## src/hw/rtl/cldd_pkg.sv

```systemverilog
// ----------------------------------------------------------------------------
// cldd_pkg
// Shared codes, widths and the command type for the batch dispatcher.
// ----------------------------------------------------------------------------
package cldd_pkg;

    // Field widths fixed by the interface
    localparam int OP_W    = 2;
    localparam int TAG_W   = 16;
    localparam int KIND_W  = 2;
    localparam int OUTS_W  = 7;
    localparam int BATCH_W = 7;

    // Most results one input transaction may cause
    localparam int MAX_RESULTS = 64;

    // Command queue between front and back
    localparam int CMDQ_DEPTH = 2;

    // Operation codes
    localparam logic [OP_W-1:0] OP_SUBMIT     = 2'd0;
    localparam logic [OP_W-1:0] OP_COMPLETE   = 2'd1;
    localparam logic [OP_W-1:0] OP_ROUND_DONE = 2'd2;

    // Result kinds
    localparam logic [KIND_W-1:0] KIND_DISPATCH = 2'd0;
    localparam logic [KIND_W-1:0] KIND_REJECT   = 2'd1;
    localparam logic [KIND_W-1:0] KIND_ERROR    = 2'd2;

    // One unit of work for the back end: an optional leading result
    // (reject or error) followed by a batch of tags read from the wait queue.
    typedef struct packed {
        logic                has_lead;
        logic [KIND_W-1:0]   lead_kind;
        logic [TAG_W-1:0]    lead_tag;
        logic [OUTS_W-1:0]   outs;
        logic [BATCH_W-1:0]  batch;
    } t_cmd;

endpackage

```

## src/hw/rtl/credit_limited_batch_dispatcher_core.sv

```systemverilog
// ----------------------------------------------------------------------------
// credit_limited_batch_dispatcher_core
// Credit-limited request queue that dispatches waiting tags in batches.
// ----------------------------------------------------------------------------
// The front end takes one transaction per cycle while the two-entry command
// queue has room and no slot reservation stalls it, so submits, completions
// and round-done markers are absorbed at full clock rate. Results leave
// through a registered output. The back end takes each command from the
// queue, emits any reject or error result, then for each dispatched tag reads
// the wait-queue RAM and loads the tag into the output register, waiting on
// output stalls. The input is held off while every free wait-queue slot is
// still reserved by a batch that the back end has not yet read. There is no
// clearing pass after reset.
// ----------------------------------------------------------------------------
module credit_limited_batch_dispatcher_core #(
    parameter int OUTSTANDING_LIMIT = 64,
    parameter int WAIT_DEPTH        = 64
) (
    input  logic                             i_clk,
    input  logic                             i_rst_n,
    // input channel
    input  logic                             i_valid,
    output logic                             o_ready,
    input  logic [cldd_pkg::OP_W-1:0]        i_op,
    input  logic [cldd_pkg::TAG_W-1:0]       i_request_tag,
    // configuration
    input  logic                             i_cfg_we,
    input  logic [cldd_pkg::OUTS_W-1:0]      i_cfg_max_outstanding,
    // result channel
    output logic                             o_valid,
    input  logic                             i_ready,
    output logic [cldd_pkg::KIND_W-1:0]      o_kind,
    output logic [cldd_pkg::TAG_W-1:0]       o_tag_out,
    output logic                             o_last_of_batch,
    output logic [cldd_pkg::OUTS_W-1:0]      o_outstanding_now
);

    localparam int PTR_W = $clog2(WAIT_DEPTH);

    logic                        cmd_push;
    logic                        cmd_pop;
    logic                        q_full;
    logic                        q_empty;
    cldd_pkg::t_cmd              cmd_in;
    cldd_pkg::t_cmd              cmd_head;
    logic                        ram_we;
    logic [PTR_W-1:0]            ram_waddr;
    logic [cldd_pkg::TAG_W-1:0]  ram_wdata;
    logic                        ram_re;
    logic [PTR_W-1:0]            ram_raddr;
    logic [cldd_pkg::TAG_W-1:0]  ram_rdata;

    // Front end: accept and classify
    cldd_front #(
        .OUTSTANDING_LIMIT (OUTSTANDING_LIMIT),
        .WAIT_DEPTH        (WAIT_DEPTH)
    ) u_front (
        .i_clk                 (i_clk),
        .i_rst_n               (i_rst_n),
        .i_valid               (i_valid),
        .o_ready               (o_ready),
        .i_op                  (i_op),
        .i_request_tag         (i_request_tag),
        .i_cfg_we              (i_cfg_we),
        .i_cfg_max_outstanding (i_cfg_max_outstanding),
        .i_q_full              (q_full),
        .o_push                (cmd_push),
        .o_cmd                 (cmd_in),
        .o_ram_we              (ram_we),
        .o_ram_waddr           (ram_waddr),
        .o_ram_wdata           (ram_wdata),
        .i_rd_pulse            (ram_re)
    );

    // Command queue
    cldd_cmd_q u_cmd_q (
        .i_clk   (i_clk),
        .i_rst_n (i_rst_n),
        .i_push  (cmd_push),
        .i_cmd   (cmd_in),
        .i_pop   (cmd_pop),
        .o_full  (q_full),
        .o_empty (q_empty),
        .o_head  (cmd_head)
    );

    // Wait queue storage
    cldd_ram #(
        .WIDTH (cldd_pkg::TAG_W),
        .DEPTH (WAIT_DEPTH)
    ) u_wait_ram (
        .i_clk   (i_clk),
        .i_we    (ram_we),
        .i_waddr (ram_waddr),
        .i_wdata (ram_wdata),
        .i_re    (ram_re),
        .i_raddr (ram_raddr),
        .o_rdata (ram_rdata)
    );

    // Back end: execute commands
    cldd_back #(
        .WAIT_DEPTH (WAIT_DEPTH)
    ) u_back (
        .i_clk             (i_clk),
        .i_rst_n           (i_rst_n),
        .i_q_empty         (q_empty),
        .i_cmd             (cmd_head),
        .o_pop             (cmd_pop),
        .o_ram_re          (ram_re),
        .o_ram_raddr       (ram_raddr),
        .i_ram_rdata       (ram_rdata),
        .o_valid           (o_valid),
        .i_ready           (i_ready),
        .o_kind            (o_kind),
        .o_tag_out         (o_tag_out),
        .o_last_of_batch   (o_last_of_batch),
        .o_outstanding_now (o_outstanding_now)
    );

    // Error results never carry a tag
    a_error_tag_zero: assert property (@(posedge i_clk) disable iff (!i_rst_n)
        (o_valid && (o_kind == cldd_pkg::KIND_ERROR)) |-> (o_tag_out == '0))
        else $error("error result with nonzero tag");

    // A dispatched tag is counted and stays within OUTSTANDING_LIMIT
    a_dispatch_count: assert property (@(posedge i_clk) disable iff (!i_rst_n)
        (o_valid && (o_kind == cldd_pkg::KIND_DISPATCH)) |->
        ((o_outstanding_now != '0) &&
         (o_outstanding_now <= cldd_pkg::OUTS_W'(OUTSTANDING_LIMIT))))
        else $error("dispatch result with bad outstanding count");

    // Front end never pushes into a full command queue
    a_no_cmd_overflow: assert property (@(posedge i_clk) disable iff (!i_rst_n)
        cmd_push |-> !q_full)
        else $error("command queue overflow");

    // A submit never overwrites a slot the back end is reading
    a_no_slot_clash: assert property (@(posedge i_clk) disable iff (!i_rst_n)
        (ram_we && ram_re) |-> (ram_waddr != ram_raddr))
        else $error("wait queue write hits a reserved slot");

endmodule

```

## src/hw/rtl/cldd_ram.sv

```systemverilog
// ----------------------------------------------------------------------------
// cldd_ram
// Simple dual-port RAM, one write and one registered read port.
// ----------------------------------------------------------------------------
module cldd_ram #(
    parameter int WIDTH = 16,
    parameter int DEPTH = 64
) (
    input  logic                     i_clk,
    input  logic                     i_we,
    input  logic [$clog2(DEPTH)-1:0] i_waddr,
    input  logic [WIDTH-1:0]         i_wdata,
    input  logic                     i_re,
    input  logic [$clog2(DEPTH)-1:0] i_raddr,
    output logic [WIDTH-1:0]         o_rdata
);

    logic [WIDTH-1:0] r_mem [DEPTH];
    logic [WIDTH-1:0] r_rdata;

    always_ff @(posedge i_clk) begin
        if (i_we) begin
            r_mem[i_waddr] <= i_wdata;
        end
        if (i_re) begin
            r_rdata <= r_mem[i_raddr];
        end
    end

    assign o_rdata = r_rdata;

endmodule

```

## src/hw/rtl/cldd_front.sv

```systemverilog
// ----------------------------------------------------------------------------
// cldd_front
// Accepts transactions, updates credit and queue bookkeeping, sizes batches.
// ----------------------------------------------------------------------------
module cldd_front #(
    parameter int OUTSTANDING_LIMIT = 64,
    parameter int WAIT_DEPTH        = 64
) (
    input  logic                             i_clk,
    input  logic                             i_rst_n,
    // input channel
    input  logic                             i_valid,
    output logic                             o_ready,
    input  logic [cldd_pkg::OP_W-1:0]        i_op,
    input  logic [cldd_pkg::TAG_W-1:0]       i_request_tag,
    // configuration
    input  logic                             i_cfg_we,
    input  logic [cldd_pkg::OUTS_W-1:0]      i_cfg_max_outstanding,
    // command queue
    input  logic                             i_q_full,
    output logic                             o_push,
    output cldd_pkg::t_cmd                   o_cmd,
    // wait queue write side
    output logic                             o_ram_we,
    output logic [$clog2(WAIT_DEPTH)-1:0]    o_ram_waddr,
    output logic [cldd_pkg::TAG_W-1:0]       o_ram_wdata,
    // one pulse per entry read by the back end
    input  logic                             i_rd_pulse
);

    localparam int CNT_W = $clog2(WAIT_DEPTH + 1);
    localparam int PTR_W = $clog2(WAIT_DEPTH);
    localparam int CMP_W = CNT_W + cldd_pkg::OUTS_W;
    localparam int OW    = cldd_pkg::OUTS_W;
    localparam int BW    = cldd_pkg::BATCH_W;

    logic [OW-1:0]    r_limit, n_limit;
    logic [CNT_W-1:0] r_count, n_count;
    logic [CNT_W-1:0] r_unread, n_unread;
    logic [PTR_W-1:0] r_tail, n_tail;
    logic [OW-1:0]    r_outs, n_outs;
    logic             r_active, n_active;

    logic                         accept;
    logic                         full;
    logic [CNT_W:0]               occupied;
    logic                         has_lead;
    logic [cldd_pkg::KIND_W-1:0]  lead_kind;
    logic [cldd_pkg::TAG_W-1:0]   lead_tag;
    logic [CNT_W-1:0]             cnt1;
    logic [OW-1:0]                outs1;
    logic                         act1;
    logic                         wr;
    logic [OW-1:0]                lim;
    logic                         go;
    logic [OW-1:0]                budget;
    logic [OW-1:0]                room;
    logic [BW-1:0]                b1;
    logic [BW-1:0]                batch;

    // Slots handed to the back end stay reserved until it has read them
    assign occupied = {1'b0, r_count} + {1'b0, r_unread};
    assign full     = (r_count == CNT_W'(WAIT_DEPTH));
    assign o_ready  = !i_q_full &&
                      !((r_unread != '0) && (occupied >= (CNT_W+1)'(WAIT_DEPTH)));
    assign accept   = i_valid && o_ready;

    // Per-operation effect
    always_comb begin
        has_lead  = 1'b0;
        lead_kind = cldd_pkg::KIND_DISPATCH;
        lead_tag  = '0;
        cnt1      = r_count;
        outs1     = r_outs;
        act1      = r_active;
        wr        = 1'b0;
        case (i_op)
            cldd_pkg::OP_SUBMIT: begin
                if (full) begin
                    has_lead  = 1'b1;
                    lead_kind = cldd_pkg::KIND_REJECT;
                    lead_tag  = i_request_tag;
                end else begin
                    cnt1 = r_count + CNT_W'(1);
                    wr   = 1'b1;
                end
            end
            cldd_pkg::OP_COMPLETE: begin
                if (r_outs == '0) begin
                    has_lead  = 1'b1;
                    lead_kind = cldd_pkg::KIND_ERROR;
                end else begin
                    outs1 = r_outs - OW'(1);
                end
            end
            cldd_pkg::OP_ROUND_DONE: begin
                if (!r_active) begin
                    has_lead  = 1'b1;
                    lead_kind = cldd_pkg::KIND_ERROR;
                end else begin
                    act1 = 1'b0;
                end
            end
            default: begin
            end
        endcase
    end

    // Effective limit, clamped to 1..OUTSTANDING_LIMIT
    always_comb begin
        lim = r_limit;
        if (r_limit == '0) begin
            lim = OW'(1);
        end else if (r_limit > OW'(OUTSTANDING_LIMIT)) begin
            lim = OW'(OUTSTANDING_LIMIT);
        end
    end

    // Batch size: min of credit, result slots left and waiting tags
    assign go     = (outs1 < lim) && (cnt1 != '0) && !act1;
    assign budget = lim - outs1;
    assign room   = has_lead ? OW'(cldd_pkg::MAX_RESULTS - 1) : OW'(cldd_pkg::MAX_RESULTS);
    assign b1     = (budget < room) ? BW'(budget) : BW'(room);

    always_comb begin
        batch = '0;
        if (go) begin
            batch = (CMP_W'(cnt1) < CMP_W'(b1)) ? BW'(cnt1) : b1;
        end
    end

    // Next state
    always_comb begin
        n_limit  = r_limit;
        n_count  = r_count;
        n_tail   = r_tail;
        n_outs   = r_outs;
        n_active = r_active;
        n_unread = r_unread - CNT_W'(i_rd_pulse);
        if (i_cfg_we) begin
            n_limit = i_cfg_max_outstanding;
        end
        if (accept) begin
            n_count  = cnt1 - CNT_W'(batch);
            n_outs   = outs1 + OW'(batch);
            n_active = act1 | go;
            n_unread = r_unread + CNT_W'(batch) - CNT_W'(i_rd_pulse);
            if (wr) begin
                n_tail = (r_tail == PTR_W'(WAIT_DEPTH - 1)) ? '0 : r_tail + PTR_W'(1);
            end
        end
    end

    always_ff @(posedge i_clk) begin
        if (!i_rst_n) begin
            r_limit  <= OW'(OUTSTANDING_LIMIT);
            r_count  <= '0;
            r_unread <= '0;
            r_tail   <= '0;
            r_outs   <= '0;
            r_active <= 1'b0;
        end else begin
            r_limit  <= n_limit;
            r_count  <= n_count;
            r_unread <= n_unread;
            r_tail   <= n_tail;
            r_outs   <= n_outs;
            r_active <= n_active;
        end
    end

    // Command toward the back end
    assign o_push          = accept && (has_lead || (batch != '0));
    assign o_cmd.has_lead  = has_lead;
    assign o_cmd.lead_kind = lead_kind;
    assign o_cmd.lead_tag  = lead_tag;
    assign o_cmd.outs      = outs1;
    assign o_cmd.batch     = batch;

    // Wait queue write
    assign o_ram_we    = accept && wr;
    assign o_ram_waddr = r_tail;
    assign o_ram_wdata = i_request_tag;

endmodule

```

## src/hw/rtl/cldd_cmd_q.sv

```systemverilog
// ----------------------------------------------------------------------------
// cldd_cmd_q
// Short command queue that decouples the front end from the back end.
// ----------------------------------------------------------------------------
module cldd_cmd_q (
    input  logic            i_clk,
    input  logic            i_rst_n,
    input  logic            i_push,
    input  cldd_pkg::t_cmd  i_cmd,
    input  logic            i_pop,
    output logic            o_full,
    output logic            o_empty,
    output cldd_pkg::t_cmd  o_head
);

    localparam int D     = cldd_pkg::CMDQ_DEPTH;
    localparam int PTR_W = $clog2(D);
    localparam int CNT_W = $clog2(D + 1);

    cldd_pkg::t_cmd   r_mem [D];
    logic [PTR_W-1:0] r_wp, n_wp;
    logic [PTR_W-1:0] r_rp, n_rp;
    logic [CNT_W-1:0] r_cnt, n_cnt;

    assign o_full  = (r_cnt == CNT_W'(D));
    assign o_empty = (r_cnt == '0);
    assign o_head  = r_mem[r_rp];

    // Pointer and count update
    always_comb begin
        n_wp  = r_wp;
        n_rp  = r_rp;
        n_cnt = r_cnt;
        if (i_push) begin
            n_wp = (r_wp == PTR_W'(D - 1)) ? '0 : r_wp + PTR_W'(1);
        end
        if (i_pop) begin
            n_rp = (r_rp == PTR_W'(D - 1)) ? '0 : r_rp + PTR_W'(1);
        end
        n_cnt = r_cnt + CNT_W'(i_push) - CNT_W'(i_pop);
    end

    always_ff @(posedge i_clk) begin
        if (!i_rst_n) begin
            r_wp  <= '0;
            r_rp  <= '0;
            r_cnt <= '0;
        end else begin
            r_wp  <= n_wp;
            r_rp  <= n_rp;
            r_cnt <= n_cnt;
        end
    end

    // Entry storage
    always_ff @(posedge i_clk) begin
        if (i_push) begin
            r_mem[r_wp] <= i_cmd;
        end
    end

endmodule

```

## src/hw/rtl/cldd_back.sv

```systemverilog
// ----------------------------------------------------------------------------
// cldd_back
// Executes commands: emits the leading result if any, then reads and emits each tag.
// ----------------------------------------------------------------------------
module cldd_back #(
    parameter int WAIT_DEPTH = 64
) (
    input  logic                             i_clk,
    input  logic                             i_rst_n,
    // command queue
    input  logic                             i_q_empty,
    input  cldd_pkg::t_cmd                   i_cmd,
    output logic                             o_pop,
    // wait queue read side
    output logic                             o_ram_re,
    output logic [$clog2(WAIT_DEPTH)-1:0]    o_ram_raddr,
    input  logic [cldd_pkg::TAG_W-1:0]       i_ram_rdata,
    // result channel
    output logic                             o_valid,
    input  logic                             i_ready,
    output logic [cldd_pkg::KIND_W-1:0]      o_kind,
    output logic [cldd_pkg::TAG_W-1:0]       o_tag_out,
    output logic                             o_last_of_batch,
    output logic [cldd_pkg::OUTS_W-1:0]      o_outstanding_now
);

    localparam int PTR_W = $clog2(WAIT_DEPTH);
    localparam int OW    = cldd_pkg::OUTS_W;
    localparam int BW    = cldd_pkg::BATCH_W;

    localparam logic [1:0] S_IDLE = 2'd0;
    localparam logic [1:0] S_LEAD = 2'd1;
    localparam logic [1:0] S_RD   = 2'd2;
    localparam logic [1:0] S_TAG  = 2'd3;

    logic [1:0]                   r_state, n_state;
    logic [BW-1:0]                r_rem, n_rem;
    logic [OW-1:0]                r_outs, n_outs;
    logic [cldd_pkg::KIND_W-1:0]  r_lead_kind, n_lead_kind;
    logic [cldd_pkg::TAG_W-1:0]   r_lead_tag, n_lead_tag;
    logic [PTR_W-1:0]             r_rd_ptr, n_rd_ptr;

    logic                         r_out_valid;
    logic [cldd_pkg::KIND_W-1:0]  r_out_kind, n_out_kind;
    logic [cldd_pkg::TAG_W-1:0]   r_out_tag, n_out_tag;
    logic                         r_out_last, n_out_last;
    logic [OW-1:0]                r_out_outs, n_out_outs;

    logic out_free;
    logic out_load;

    // Output register is free when empty or being taken this cycle
    assign out_free = !r_out_valid || i_ready;

    // Sequencer
    always_comb begin
        n_state     = r_state;
        n_rem       = r_rem;
        n_outs      = r_outs;
        n_lead_kind = r_lead_kind;
        n_lead_tag  = r_lead_tag;
        n_rd_ptr    = r_rd_ptr;
        n_out_kind  = r_out_kind;
        n_out_tag   = r_out_tag;
        n_out_last  = r_out_last;
        n_out_outs  = r_out_outs;
        o_pop       = 1'b0;
        o_ram_re    = 1'b0;
        out_load    = 1'b0;
        case (r_state)
            S_IDLE: begin
                if (!i_q_empty) begin
                    o_pop       = 1'b1;
                    n_lead_kind = i_cmd.lead_kind;
                    n_lead_tag  = i_cmd.lead_tag;
                    n_rem       = i_cmd.batch;
                    n_outs      = i_cmd.outs;
                    n_state     = i_cmd.has_lead ? S_LEAD : S_RD;
                end
            end
            S_LEAD: begin
                if (out_free) begin
                    out_load   = 1'b1;
                    n_out_kind = r_lead_kind;
                    n_out_tag  = r_lead_tag;
                    n_out_last = (r_rem == '0);
                    n_out_outs = r_outs;
                    n_state    = (r_rem == '0) ? S_IDLE : S_RD;
                end
            end
            S_RD: begin
                o_ram_re = 1'b1;
                n_rd_ptr = (r_rd_ptr == PTR_W'(WAIT_DEPTH - 1)) ? '0 : r_rd_ptr + PTR_W'(1);
                n_state  = S_TAG;
            end
            S_TAG: begin
                if (out_free) begin
                    out_load   = 1'b1;
                    n_out_kind = cldd_pkg::KIND_DISPATCH;
                    n_out_tag  = i_ram_rdata;
                    n_out_last = (r_rem == BW'(1));
                    n_out_outs = r_outs + OW'(1);
                    n_outs     = r_outs + OW'(1);
                    n_rem      = r_rem - BW'(1);
                    n_state    = (r_rem == BW'(1)) ? S_IDLE : S_RD;
                end
            end
            default: begin
                n_state = S_IDLE;
            end
        endcase
    end

    always_ff @(posedge i_clk) begin
        if (!i_rst_n) begin
            r_state     <= S_IDLE;
            r_rd_ptr    <= '0;
            r_out_valid <= 1'b0;
        end else begin
            r_state  <= n_state;
            r_rd_ptr <= n_rd_ptr;
            if (out_load) begin
                r_out_valid <= 1'b1;
            end else if (i_ready) begin
                r_out_valid <= 1'b0;
            end
        end
    end

    // Working and output payload
    always_ff @(posedge i_clk) begin
        r_rem       <= n_rem;
        r_outs      <= n_outs;
        r_lead_kind <= n_lead_kind;
        r_lead_tag  <= n_lead_tag;
        r_out_kind  <= n_out_kind;
        r_out_tag   <= n_out_tag;
        r_out_last  <= n_out_last;
        r_out_outs  <= n_out_outs;
    end

    assign o_ram_raddr       = r_rd_ptr;
    assign o_valid           = r_out_valid;
    assign o_kind            = r_out_kind;
    assign o_tag_out         = r_out_tag;
    assign o_last_of_batch   = r_out_last;
    assign o_outstanding_now = r_out_outs;

endmodule

```

## config.mk

```make
export PLATFORM = sky130hd
export DESIGN_NAME = credit_limited_batch_dispatcher_core
export DESIGN_NICKNAME = d
export VERILOG_FILES = /design/src/hw/rtl/cldd_pkg.sv /design/src/hw/rtl/credit_limited_batch_dispatcher_core.sv /design/src/hw/rtl/cldd_ram.sv /design/src/hw/rtl/cldd_front.sv /design/src/hw/rtl/cldd_cmd_q.sv /design/src/hw/rtl/cldd_back.sv
export SDC_FILE = /design/constraint.sdc
export NUM_CORES = 1
export LEC_CHECK = 0
export ABC_AREA = 1
export BUFFER_PORTS_ARGS = -buffer_cell sky130_fd_sc_hd__buf_2
export CAP_MARGIN = 20
export CORE_ASPECT_RATIO = 1.4
export CORE_MARGIN = 2
export CORE_UTILIZATION = 50
export DETAILED_ROUTE_END_ITERATION = 12
export HOLD_SLACK_MARGIN = 0.02
export PLACE_DENSITY = 0.67
export SLEW_MARGIN = 20
export SYNTH_ARGS = -nofsm -noshare
export SYNTH_HDL_FRONTEND = slang
export SYNTH_SLANG_ARGS = --single-unit
export TNS_END_PERCENT = 1
```

## constraint.sdc

```tcl
create_clock -name i_clk -period 7.7 [get_ports i_clk]
set_input_delay 0.77 -clock i_clk [delete_from_list [all_inputs] [get_ports i_clk]]
set_output_delay 0.77 -clock i_clk [all_outputs]
set_load 0.005 [all_outputs]
```

== After elaboration in Yosys (flattened, before gate mapping) ==
Memory sizes are Yosys's and may differ from the RTL's. A register that Yosys moved wholly into a read port is not among the register bits.
Cells that the tools add are included.
Operators by class
  add/subtract/negate cells: 17
  magnitude comparators: 5
  bitwise gates (word level): 2
  multiplexer cells: 65
  reduce and logical (&&, ||, !) cells: 31
  equal/unequal tests: 13
Operators by type and width (number)
  $mux 7: 16
  $mux 16: 4
  $pmux 7 s2: 3
  $pmux 16 s2: 1
  $mux 1: 24
  $logic_not 7->1: 3
  $lt 7x7->1: 3
  $reduce_bool 7->1: 3
  $mux 2: 10
  $add 7x1->7 const B: 2
  $add 7x7->7: 2
  $sub 7x1->7: 2
  $sub 7x1->7 const B: 2
  $sub 7x7->7: 2
  $add 6x1->6 const B: 2
  $eq 6x6->1 const B: 2
  $mux 6: 2
  $reduce_and 3->1: 3
  $add 7x7->8: 1
  $eq 2x2->1 const B: 4
  $ge 8x7->1 const B: 1
  $pmux 2 s4: 1
  $eq 7x1->1 const B: 1
  $eq 7x7->1 const B: 1
  other kinds (20): 38
Word-level totals
  register bits: 106
  memory bits (writable): 1090
  memories: 2
  output and inout bits: 28
Memories
  u_wait_ram.r_mem: depth 64, width 16, rd ports 1, clocked after memory_dff 1, write ports 1, line cldd_ram.sv:18  | logic [WIDTH-1:0] r_mem [DEPTH];
  u_cmd_q.r_mem: depth 2, width 33, rd ports 1, clocked after memory_dff 1, write ports 1, line cldd_cmd_q.sv:20  | cldd_pkg::t_cmd r_mem [D];

== Longest topological paths before layout ==
  word-level depth: 14
  gate-level depth with buffers: 46
  mapped depth without buffers: 46

== Cells and area by module ==
A second synthesis with hierarchy kept.
Unflattened totals
  cells, all modules: 4545
  area total of the unflattened synthesis: 52003.6 µm²
Modules (own cells, without submodules)
  cldd_ram: seq. area each 31230.0 µm², cells an instance 3517, area each 42259.3 µm², instances 1
  cldd_front: seq. area each 700.7 µm², cells an instance 619, area each 4121.5 µm², instances 1
  cldd_back: seq. area each 1921.8 µm², cells an instance 273, area each 2860.2 µm², instances 1
  cldd_cmd_q: seq. area each 2082.0 µm², cells an instance 136, area each 2762.6 µm², instances 1

== Worst setup path after synthesis ==
Ideal clock, no wire load.
  kind: input port to flip-flop
  start point: in i_op[0] (netlist name)
  end point: mem u_cmd_q.r_mem[0][0] (netlist name), enable pin
  library setup time: 423 ps
  arrival time: 6865 ps
  slack: 412 ps
  cell stages on the path: 32
  path buffers: 0
  cells stage by stage: inv_2 -> nor2_2 -> nand2_1 -> xor2_1 -> ha_1 -> inv_1 -> fa_1 -> nand3_1 -> nand2_1 -> a21oi_1 -> nor2_1 -> nor2_1 -> xnor2_1 -> ha_1 -> nand2_1 -> nor2_1 -> a211oi_2 -> nand2_4 -> nand2_4 -> o21ai_0 -> ha_1 -> a21oi_1 -> nor2_1 -> a211oi_1 -> nand2_4 -> nand2_1 -> nand3_1 -> nand2_1 -> nor2_2 -> nand2_2 -> nand2_1 -> nor2_1
RTL lines
  start: declaration: line credit_limited_batch_dispatcher_core.sv:24  | input logic [cldd_pkg::OP_W-1:0] i_op,
  end: declaration: line cldd_cmd_q.sv:20

==> flow_metrics.py <==
metrics = {
    "status": {
        "status": "finished clean",
    },
    "routing": {
        "vias_per_cell": 5.937,
        "routed_wirelength_um": 126300,
        "route.detailed.drc": 0,
        "via_count": 31870,
        "dr.pass1.iters": 6,
        "ant_nets": 0,
        "wl_per_cell_um": 23.53,
        "drtIter0Drc": 3549,
    },
    "synthesis": {
        "synthArstFlopShare": 0,
        "synth_xor_area_frac": 0.006732,
        "synth_cells": 3922,
        "yosys_warnings": 0,
        "synth.avg_cell_area_um2": 12.61,
        "synth_adder_area_share": 0.01898,
        "synth_flop_cell": "edfxtp_1",
        "synthMuxAreaShare": 0,
        "synth_top_family_by_area": "compound AO/OA/AOI/OAI gates",
        "ys_seq_elements": 1213,
        "syn_area_um2": 49440,
        "synth-simple-area-share": 0.09911,
        "synth-edff-count": 1164,
        "synth_fp_nets": 4024,
        "synth_compound_area_frac": 0.1183,
        "synth_seq_area_share": 0.7269,
        "synthDistinctLibCells": 49,
    },
    "floorplanning": {
        "initial_core_util": 0.5035,
        "coreArea_um2": 98180,
        "die_y_um": 376.1,
        "fp-row-count": 136,
        "ioPinCount": 58,
        "fp.dieW_um": 269.8,
        "dieArea_um2": 101400,
    },
    "pwr": {
        "total_power_mw": 19.77,
        "p_leak_nw": 18.51,
        "peakVddDrop_v": 0.0007883,
        "p_per_area_nw_per_um2": 360.2,
    },
    "layout": {
        "fin_nets": 4072,
        "area_growth_pct": 11.05,
        "fillers": 7930,
        "drive_gt1_frac": 0.09194,
        "n_antenna_cell": 0,
    },
    "worst_setup_path": {
        "ff2ff_setup_slack_ps": 740,
        "worstPathArrival_ps": 7550,
        "path_max_fanout": 8,
        "reg2reg_depth": 43,
        "crit_path_top_delay_cell": "fa_1",
        "critPathLaunch": "u_front.r_outs[0]",
        "r2r-start": "u_front.r_outs[0]",
        "worst_setup_path_end_kind": "flop",
        "crit_end": "u_front.r_outs[6]",
        "cp-start-kind": "flop",
        "cpPeakStageDelay_ps": 460,
        "r2r-end": "u_front.r_outs[6]",
        "cpMostUsedCell": "nand2_1",
        "required_ps": 8290,
        "crit_type": "flop to flop",
    },
    "global_routing": {
        "grt_use_total": 0.2461,
        "antenna_found_initial": 0,
        "grt_pass1_wl_um": 189000,
        "grt_pass1_vias": 30520,
        "grt_start_max_net_pins": 171,
        "globalRoute.totalOverflow": 0,
    },
    "timing": {
        "setup_violations": 0,
        "drv_slew": 0,
        "tightestPinTransition_ps": 1072,
        "rsz0062_at_grt": "false",
        "hold_violations": 0,
        "relSlewSlack": 0.2841,
        "fin_crit_ps": 6962,
        "skew_ps": 24.37,
        "setup_tns_ps": 0,
        "min_period_over_period": 0.9042,
        "fmax_mhz": 143.6,
    },
    "cts": {
        "numClockSinks": 1213,
        "clk_pin_slew_worst_paths_ps": 60,
        "cts.hold.buffers_added": 0,
        "cts_resized": 0,
        "cts_made_buffers": 106,
        "cts_tree": "built",
        "clock_latency_ps": 710,
        "cts_root_buf": "clkbuf_16",
        "clockBufferDepth": 3,
        "cts_setup_buffers": 0,
        "htreeDepth": 3,
    },
    "run": {
        "drv_cap": 0,
    },
    "place": {
        "gp_congestion": 0.8655,
        "detailed_place_hpwl_um": 71490,
        "port_buffers": 57,
    },
    "worst_hold_path": {
        "hold_path.class": "primary input to flop",
        "holdPathStages": 3,
    },
}
[critical path, delay by kind of cell, from the launching register on]
family	cells	cell delay, ps
AOI/OAI and AO/OA	8	1570
xor gates and xnor gates	4	710
adders and majority gates	7	2040
buffers and inverters	7	760
DFF	1	300
and+or+nand+nor	17	1470
[where the power goes]
part / leakage (nW) / internal, mW / switching [mW] / total, mW
logic: 5.92 / 2.12 / 4.30 / 6.42
clock network: 1.66 / 2.93 / 2.35 / 5.28
registers: 10.9 / 7.84 / 0.229 / 8.07
[worst min path at each step]
stage,from,end,slack [ps]
2_1_floorplan,u_cmd_q.r_rp,flop,430
3_3_place_gp,u_cmd_q.r_rp,u_cmd_q.r_rp,440
3_5_place_dp,u_cmd_q.r_rp,flop,450
4_1_cts,i_cfg_max_outstanding[6],u_front.r_limit[6],260
5_1_grt,i_cfg_max_outstanding[6],u_front.r_limit[6],290
6_report,i_cfg_max_outstanding[6],u_front.r_limit[6],300
[metal layers]
layer | vias up | global-route usage | routed length (um)
met3 | 239 | 0.03364 | 8860
met2 | 1305 | 0.4150 | 62360
met5 | - | 0 | 0
met1 | 15820 | 0.3161 | 49070
li1 | 14500 | - | -
met4 | 0 | 0.1178 | 6010
[registers in the layout, summed over array words and instances (netlist names), named ones only]
| name | count |
|---|---|
| u_cmd_q.r_cnt | 2 |
| u_cmd_q.r_wp | 1 |
| u_wait_ram.r_mem | 1024 |
| u_back.o_outstanding_now | 7 |
| u_front.r_limit | 7 |
| u_back.o_last_of_batch | 1 |
| u_front.r_count | 7 |
| u_back.r_lead_tag | 16 |
| u_back.o_tag_out | 16 |
| u_back.r_rem | 7 |
| u_back.o_valid | 1 |
| u_back.r_lead_kind | 2 |
| u_cmd_q.r_mem | 66 |
| u_back.r_state | 2 |
| u_back.o_ram_raddr | 6 |
| u_front.r_unread | 7 |
| u_wait_ram.o_rdata | 16 |
| u_front.r_active | 1 |
| u_back.o_kind | 2 |
| u_front.o_ram_waddr | 6 |
| u_front.r_outs | 7 |
| u_back.r_outs | 7 |
| u_cmd_q.r_rp | 1 |
[logic make-up (layout without fill, tap and decap cells)]
family / after synthesis / in the layout
adders and majority gates: 72 / 72
buffers and inverters: 395 / 530
AOI/OAI and AO/OA: 1012 / 1012
xor gates and xnor gates: 38 / 38
DFF: 1213 / 1213
and+or+nand+nor: 1192 / 1192
[final cells by class]
cell class | instances | area, um2 | area share
repair buffers | 174 | 1239 | 0.02256
clock inverters | 61 | 591.8 | 0.01078
inverters | 161 | 616.8 | 0.01124
well taps | 1311 | 1640 | 0.02988
multi-input cells | 2314 | 12050 | 0.2194
clock buffers | 134 | 2820 | 0.05137
flip-flops and latches | 1213 | 35950 | 0.6548
[layout by cell type, fill, tap and decap left out, types with 17 or more instances in the layout]
| cell type | count |
|---|---|
| edfxtp_1 | 1164 |
| nor2_1 | 661 |
| o21ai_0 | 596 |
| nand2_1 | 334 |
| o22ai_1 | 160 |
| inv_1 | 147 |
| nand3_1 | 115 |
| buf_4 | 111 |
| clkbuf_16 | 108 |
| o221ai_1 | 100 |
| a21oi_1 | 78 |
| ha_1 | 67 |
| buf_2 | 57 |
| dfxtp_1 | 46 |
| nand4_1 | 35 |
| o211ai_1 | 30 |
| xor2_1 | 28 |
| clkinv_1 | 28 |
| clkbuf_1 | 24 |
| clkinv_2 | 18 |
| a31oi_1 | 17 |
[per-stage QoR]
stage          worst slack (ps)  hold slack [ps]  cells    util  instance area, um2
3_3_place_gp              538.1            442.6   5173  0.5243               51480
2_1_floorplan             411.9            425.7   3922       -               49440
6_report                  737.8            295.8   5368  0.5591               54900
4_1_cts                   744.9            258.3   5368  0.5591               54890
5_1_grt                   62.66            290.7   5368  0.5591               54900
3_5_place_dp              353.8            447.3   5173  0.5243               51480
[cell usage after synthesis (30+ instances only)]
master    instances  area [um2]
nand2_1         334        1254
edfxtp_1       1164       34950
o221ai_1        100       875.8
o22ai_1         160        1001
o211ai_1         30       225.2
inv_1           150       563.0
nand4_1          35       219.0
dfxtp_1          49       980.9
nor2_1          666        2500
nand3_1         115       575.6
clkbuf_1        215       807.0
a21oi_1          78       390.4
ha_1             67       838.3
o21ai_0         596        2983
Note: power is estimated with default switching activity, not from simulation.
